<file path="src/dca_pkg.sv">
`default_nettype none

package dca_pkg;

	localparam int unsigned MAX_LENGTH   = 65535;
	localparam int unsigned HEADER_BYTES = 4;
	localparam int unsigned FIELD_LEN_MAX = 65536;

	localparam int unsigned LEN_LIMIT =
		(MAX_LENGTH + 1 > FIELD_LEN_MAX) ? FIELD_LEN_MAX : MAX_LENGTH + 1;
	localparam logic [16:0] TOTAL_LIMIT = 17'(LEN_LIMIT + HEADER_BYTES);
	localparam logic [16:0] HDR_LEN     = 17'(HEADER_BYTES);

	localparam logic [15:0] CAPACITY_RESET = 16'hFFFF;

	typedef enum logic [1:0] {
		ST_ADMITTED  = 2'd0,
		ST_TOO_SHORT = 2'd1,
		ST_TOO_LARGE = 2'd2,
		ST_MISMATCH  = 2'd3
	} dca_status_t;

	typedef struct packed {
		logic [7:0] data_byte;
		logic       last;
	} dca_in_t;

	typedef struct packed {
		dca_status_t status;
		logic [31:0] wire_checksum;
		logic [31:0] computed_checksum;
		logic [16:0] payload_length;
	} dca_out_t;

endpackage

`default_nettype wire

</file>
<file path="src/datagram_checksum_admission.sv">
`default_nettype none

// Channel  | Direction | Handshake          | Payload
// ---------+-----------+--------------------+-----------------------------
// in       | sink      | in_valid/in_stall  | in_data (byte, last flag)
// out      | source    | out_valid/out_stall| out_data (status, sums, len)
// cfg      | sink      | cfg_we             | cfg_wdata (payload capacity)
//
// One byte is taken every cycle while in_stall is low; a byte goes through an
// input register and the result of a final byte lands in the output register.
// Each 32-bit payload word costs one rotate-and-add fold; a final byte adds one compare.
// Reset clears the frame state and sets the capacity to 65535.
// A final byte waits in the input register only while the output register
// holds an untaken result; other bytes never wait.

module datagram_checksum_admission
	import dca_pkg::*;
(
	input  wire logic        clk,
	input  wire logic        arst_n,
	input  wire logic        in_valid,
	output logic             in_stall,
	input  wire dca_in_t     in_data,
	output logic             out_valid,
	input  wire logic        out_stall,
	output dca_out_t         out_data,
	input  wire logic        cfg_we,
	input  wire logic [15:0] cfg_wdata
);

	logic        valid_s1;
	dca_in_t     in_s1;
	logic [15:0] cap_q;
	logic [31:0] sum_q;
	logic [31:0] wire_q;
	logic [23:0] pend_q;
	logic [1:0]  lane_q;
	logic [16:0] cnt_q;
	logic        out_valid_q;
	dca_out_t    out_q;

	logic        out_free;
	logic        move_s1;
	logic        hdr;
	logic [31:0] word;
	logic [31:0] folded;
	logic [31:0] wire_nx;
	logic [31:0] sum_nx;
	logic [23:0] pend_nx;
	logic [1:0]  lane_nx;
	logic [16:0] cnt_nx;
	logic [16:0] plen;
	dca_out_t    res;

	assign out_free = !out_valid_q || !out_stall;
	assign move_s1  = valid_s1 && (!in_s1.last || out_free);
	assign in_stall = valid_s1 && in_s1.last && !out_free;

	always_comb begin
		hdr     = (cnt_q < HDR_LEN);
		word    = {8'd0, pend_q} | (32'(in_s1.data_byte) << {lane_q, 3'b000});
		folded  = {sum_q[30:0], sum_q[31]} + word;
		wire_nx = wire_q;
		sum_nx  = sum_q;
		pend_nx = pend_q;
		lane_nx = lane_q;
		if (hdr) begin
			wire_nx = wire_q | (32'(in_s1.data_byte) << {cnt_q[1:0], 3'b000});
		end else begin
			if (lane_q == 2'd3) begin
				sum_nx  = folded;
				pend_nx = '0;
			end else begin
				pend_nx = word[23:0];
			end
			lane_nx = lane_q + 2'd1;
		end
		cnt_nx = (cnt_q < TOTAL_LIMIT) ? cnt_q + 17'd1 : cnt_q;
		plen   = cnt_nx - HDR_LEN;

		res.wire_checksum     = wire_nx;
		res.computed_checksum = folded;
		res.payload_length    = plen;
		if (cnt_nx <= HDR_LEN) begin
			res.status            = ST_TOO_SHORT;
			res.computed_checksum = '0;
			res.payload_length    = '0;
		end else if (plen > {1'b0, cap_q}) begin
			res.status = ST_TOO_LARGE;
		end else if (wire_nx != folded) begin
			res.status = ST_MISMATCH;
		end else begin
			res.status = ST_ADMITTED;
		end
	end

	always_ff @(posedge clk or negedge arst_n) begin
		if (!arst_n) begin
			valid_s1 <= 1'b0;
		end else if (!in_stall) begin
			valid_s1 <= in_valid;
		end
	end

	always_ff @(posedge clk) begin
		if (!in_stall) begin
			in_s1 <= in_data;
		end
	end

	always_ff @(posedge clk or negedge arst_n) begin
		if (!arst_n) begin
			cap_q <= CAPACITY_RESET;
		end else if (cfg_we) begin
			cap_q <= cfg_wdata;
		end
	end

	always_ff @(posedge clk or negedge arst_n) begin
		if (!arst_n) begin
			sum_q  <= '0;
			wire_q <= '0;
			pend_q <= '0;
			lane_q <= '0;
			cnt_q  <= '0;
		end else if (move_s1) begin
			if (in_s1.last) begin
				sum_q  <= '0;
				wire_q <= '0;
				pend_q <= '0;
				lane_q <= '0;
				cnt_q  <= '0;
			end else begin
				sum_q  <= sum_nx;
				wire_q <= wire_nx;
				pend_q <= pend_nx;
				lane_q <= lane_nx;
				cnt_q  <= cnt_nx;
			end
		end
	end

	always_ff @(posedge clk or negedge arst_n) begin
		if (!arst_n) begin
			out_valid_q <= 1'b0;
		end else if (move_s1 && in_s1.last) begin
			out_valid_q <= 1'b1;
		end else if (!out_stall) begin
			out_valid_q <= 1'b0;
		end
	end

	always_ff @(posedge clk) begin
		if (move_s1 && in_s1.last) begin
			out_q <= res;
		end
	end

	assign out_valid = out_valid_q;
	assign out_data  = out_q;

endmodule

`default_nettype wire

</file>
<file path="config.mk">
export PLATFORM = sky130hd
export DESIGN_NAME = datagram_checksum_admission
export DESIGN_NICKNAME = d
export VERILOG_FILES = /design/src/dca_pkg.sv /design/src/datagram_checksum_admission.sv
export SDC_FILE = /design/constraint.sdc
export NUM_CORES = 1
export LEC_CHECK = 0
export ABC_AREA = 1
export BUFFER_PORTS_ARGS = -buffer_cell sky130_fd_sc_hd__buf_2
export CAP_MARGIN = 20
export CELL_PAD_IN_SITES_DETAIL_PLACEMENT = 0
export CELL_PAD_IN_SITES_GLOBAL_PLACEMENT = 1
export CORE_AREA = 3 3 184 186
export DETAILED_ROUTE_END_ITERATION = 8
export DIE_AREA = 0 0 187 189
export PLACE_DENSITY = 0.76
export SLEW_MARGIN = 40
export SYNTH_ARGS = -nofsm -noshare
export SYNTH_HDL_FRONTEND = slang
export SYNTH_SLANG_ARGS = --single-unit
</file>
<file path="constraint.sdc">
create_clock -name clk -period 3.7 [get_ports clk]
set_clock_uncertainty 0.05 [all_clocks]
set_input_delay 0.74 -clock clk [delete_from_list [all_inputs] [get_ports clk]]
set_output_delay 0.74 -clock clk [all_outputs]
set_load 0.05 [all_outputs]
</file>
==> metrics.log <==
INFO  metric outcome = completed
INFO  metric fmaxAchievable = approximately 0.29 GHz
INFO  metric worst_slew_pin_slew = between 0.6 and 0.7 ns
INFO  metric period_share = 0.946
INFO  metric drc = 0
INFO  metric core-area = approximately 32000 µm²
INFO  metric yosys_warnings = 0
INFO  metric maxSlewViolCount = 0
INFO  metric finalInstanceArea = 16300 µm²
INFO  metric cts-buffers-inserted = 25
INFO  metric reg2reg_slack = ~0.2 ns
INFO  metric globalRouteOverflowTotal = 0
INFO  metric p_leak = slightly above 8 nW
INFO  metric fin_crit = around 3.5 ns
INFO  metric dominantRegCellSynth = sky130_fd_sc_hd__dfrtp_1
INFO  metric final_nets = approximately 2k
INFO  metric grt_pass1_wl = between 60000 and 70000 µm
INFO  metric synth.yosys.seq_area_share = 0.459
INFO  metric preCtsSetupSlack = -0.122 ns
INFO  metric rr_worst_depth = 21
INFO  metric place.detailed.hpwl = between 30000 and 40000 µm
INFO  metric initial_utilization = 0.397
INFO  metric critical_path.startpoint_type = flip-flop
INFO  metric drt-total-wl = ~43000 µm
INFO  metric clock_transition_at_the_register_clock_pins_on_the_worst_setup_and_hold_paths_after_cts = 0.07 ns
INFO  metric max-vdd-ir-drop = 0.392 mV
INFO  metric worst_setup_path_startpoint = lane_q[1]$_DFFE_PN0P_
INFO  metric antenna_found_initial = 0
INFO  metric layout_commonest_cell = sky130_fd_sc_hd__nand2_1
INFO  metric syn_to_final_growth = 26.5%
INFO  metric finalWeightedCongestion = ~0.96
INFO  metric clk_root_buffer_cell = sky130_fd_sc_hd__clkbuf_16
INFO  metric yosys.area.top_type = sky130_fd_sc_hd__edfxtp_1
INFO  metric reg2reg_to = out_data[82]$_SDFFCE_PP0P_
INFO  metric power-per-cell-area = 630 nW/µm²
INFO  metric die_width = around 190 µm
INFO  metric starting_drc_count_in_detailed_routing = roughly 1.1k
INFO  metric maximum_capacitance_violations = 0
INFO  metric endpoint_kind = flip-flop
INFO  metric arr_time_crit_path = between 3 and 4 ns
INFO  metric synth_edf_count = between 90 and 100
INFO  metric worst_slew_margin_rel = 0.570
INFO  metric worstPathRequired = between 3 and 4 ns
INFO  metric timing.setup.critical_path_class = flip-flop to flip-flop
INFO  metric finish.cell_count_without_fillers = between 2k and 2.5k
INFO  metric mostFrequentLayoutCells = 429 x sky130_fd_sc_hd__nand2_1, 251 x sky130_fd_sc_hd__inv_1, 164 x sky130_fd_sc_hd__nor2_1
INFO  metric number_of_levels_the_h_tree_was_split_into = 1
INFO  metric tritoncts_num_sinks = 217
INFO  metric share_of_layout_cells_above_drive_strength_1 = 0.228
INFO  metric insertedDiodeCount = 0
INFO  metric tritoncts = yes
INFO  metric timing.rr.start = lane_q[1]$_DFFE_PN0P_
INFO  metric port_buffers = about 110
INFO  metric finalHoldViolCount = 0
INFO  metric grt_max_degree = 56
INFO  metric number_of_global_route_vias_before_repair = about 12k
INFO  metric antenna_violating_nets_post_route = 0
INFO  metric syn_nets = 1763
INFO  metric design.die.area = around 35000 µm²
INFO  metric post-route-worst-setup-slack = slightly below 0.2 ns
INFO  metric clock_latency = ~0.54 ns
INFO  metric post_synth_num_cell_types = 42
INFO  metric synth.top_cell.area_share = 0.215
INFO  metric dr_vias = roughly 12k
INFO  metric route.detailed.wl_per_inst = 18.1 µm
INFO  metric firstDrtPassIters = 6
INFO  metric post_synth_inst_count = 1681
INFO  metric ys_top_cells_by_area = sky130_fd_sc_hd__edfxtp_1 21%, sky130_fd_sc_hd__dfrtp_1 21%, sky130_fd_sc_hd__nand2_1 13%
INFO  metric dp_cells = 2335
INFO  metric async_flop_share = 0.576
INFO  metric timing.critical_path.fanout_max = 9
INFO  metric ff_latch_count_synth = 217
INFO  metric hold_class = primary input to asynchronous set/reset pin
INFO  metric dpl_cell_area = about 15000 µm²
INFO  metric gr-usage-all-layers = 0.239
INFO  metric num_io_pins = roughly 120
INFO  metric postSynthAreaPerCell = between 7 and 8 µm²
INFO  metric via_per_inst = between 5 and 6
INFO  metric buffer_levels_on_the_longest_clock_path = 3
INFO  metric timing.final.setup_violations = 0
INFO  metric ctsHoldBuffers = 0
INFO  metric die_height = between 150 and 200 µm
INFO  metric fin_total_pwr = around 10 mW
INFO  metric synth_area = between 10000 and 15000 µm²
INFO  metric core.rowCount = 66
## final cells by class
class                           count  area, µm²
Tap cell                          442        553
Fill cell                        3142      16200
Timing Repair Buffer              268       1780
Clock inverter                     15        140
Clock buffer                       31        648
Inverter                          264       1000
Sequential cell                   217       5910
Multi-Input combinational cell   1155       6250
## registers in the layout, indices dropped and copies added, names as in the netlist
name and count:
cap_q 16, cnt_q 17, in_s1 9, lane_q 2
out_data 83, out_valid 1, pend_q 24, sum_q 32
valid_s1 1, wire_q 32
## cell usage after synthesis, types with 2 or more instances
cell type,count
sky130_fd_sc_hd__edfxtp_1,92
sky130_fd_sc_hd__and2_1,4
sky130_fd_sc_hd__xor2_1,25
sky130_fd_sc_hd__o22ai_1,16
sky130_fd_sc_hd__o21bai_1,20
sky130_fd_sc_hd__inv_1,256
sky130_fd_sc_hd__a31oi_1,5
sky130_fd_sc_hd__a21oi_1,47
sky130_fd_sc_hd__o21ai_0,114
sky130_fd_sc_hd__nor3_1,44
sky130_fd_sc_hd__buf_6,6
sky130_fd_sc_hd__nor2_1,181
sky130_fd_sc_hd__xnor2_1,9
sky130_fd_sc_hd__nand3_1,122
sky130_fd_sc_hd__nand2_2,2
sky130_fd_sc_hd__o21ai_1,4
sky130_fd_sc_hd__nor2_2,13
sky130_fd_sc_hd__dfstp_2,16
sky130_fd_sc_hd__buf_1,2
sky130_fd_sc_hd__nand3_2,2
sky130_fd_sc_hd__nand3b_1,8
sky130_fd_sc_hd__ha_1,51
sky130_fd_sc_hd__or2_2,4
sky130_fd_sc_hd__nand2_1,447
sky130_fd_sc_hd__dfrtp_1,109
sky130_fd_sc_hd__a211oi_1,9
sky130_fd_sc_hd__clkinv_1,4
sky130_fd_sc_hd__nand4_1,18
sky130_fd_sc_hd__inv_2,4
sky130_fd_sc_hd__clkbuf_1,31
sky130_fd_sc_hd__buf_2,5
## repair_timing
item                                    4_1_cts  5_1_grt
gates resized for setup                      10      119
gates cloned                                  0        0
endpoints found under the setup margin        2        2
hold endpoints to repair                      0        0
buffers inserted                              5        6
pin swaps                                     6       34
## routing by layer
layer / track usage / part of all wire
met1: 0.338 / 0.45
met3: 0.0361 / 0.064
met5: 0 / 0
met2: 0.389 / 0.46
met4: 0.0538 / 0.020
## worst max-delay path by stage
stage | end | slack, ns | depth (start not counted)
finish | out_data[82]$_SDFFCE_PP0P_ | 0.20 | 21
CTS | out_data[82]$_SDFFCE_PP0P_ | 0.006 | 24
global route | out_data[81]$_SDFFCE_PP1P_ | -0.06 | 28
floorplan | out_data[81]$_SDFFCE_PP1P_ | 0.07 | 30
global placement | out_data[81]$_SDFFCE_PP1P_ | -0.14 | 27
detailed placement | out_data[81]$_SDFFCE_PP1P_ | -0.12 | 29
## critical path: stages, from the launching register on
cell,delay (ns)
sky130_fd_sc_hd__dfrtp_1,0.40
sky130_fd_sc_hd__buf_4,0.17
sky130_fd_sc_hd__buf_4,0.18
sky130_fd_sc_hd__o21bai_2,0.23
sky130_fd_sc_hd__ha_1,0.33
sky130_fd_sc_hd__nand2_1,0.13
sky130_fd_sc_hd__inv_1,0.07
sky130_fd_sc_hd__nand2_1,0.11
sky130_fd_sc_hd__inv_1,0.06
sky130_fd_sc_hd__a21oi_1,0.26
sky130_fd_sc_hd__nand3b_1,0.18
sky130_fd_sc_hd__nand2_1,0.13
sky130_fd_sc_hd__nand2_1,0.05
sky130_fd_sc_hd__nand2_1,0.06
sky130_fd_sc_hd__nand3_1,0.09
sky130_fd_sc_hd__nor2_1,0.10
sky130_fd_sc_hd__nand2_1,0.08
sky130_fd_sc_hd__nor2_1,0.10
sky130_fd_sc_hd__buf_4,0.15
sky130_fd_sc_hd__nand3_2,0.15
sky130_fd_sc_hd__nor2_2,0.13
sky130_fd_sc_hd__nor2_1,0.04
## through the flow
step                      TNS (ns)  hold WS [ns]   util
after floorplan                  0         0.394      -
after global placement      -0.270         0.438  0.458
after detailed placement    -0.227         0.444  0.458
after CTS                        0         0.234  0.484
after global routing       -0.0992         0.130  0.502
final                            0         0.109  0.502
## cells by family (layout without fill, tap and decap cells)
kind of cell    Yosys count  in the layout  share of synthesized area
compound gates          218            218                     0.0937
xor+xnor                 34             34                     0.0231
fa+ha+maj                52             52                     0.0511
buf+inv                 309            578                     0.0950
flops                   217            217                      0.459
mux                       1              1                   0.000875
simple gates            850            850                      0.277
## where the power goes
part | total (mW) | internal [mW] | switching [mW] | leakage (nW)
clock | 2.40 | 1.39 | 1.01 | 0.379
combinational | 4.75 | 1.72 | 3.03 | 5.30
sequential | 3.10 | 2.90 | 0.200 | 2.56
No activity file was read; power rests on OpenSTA's default activity.
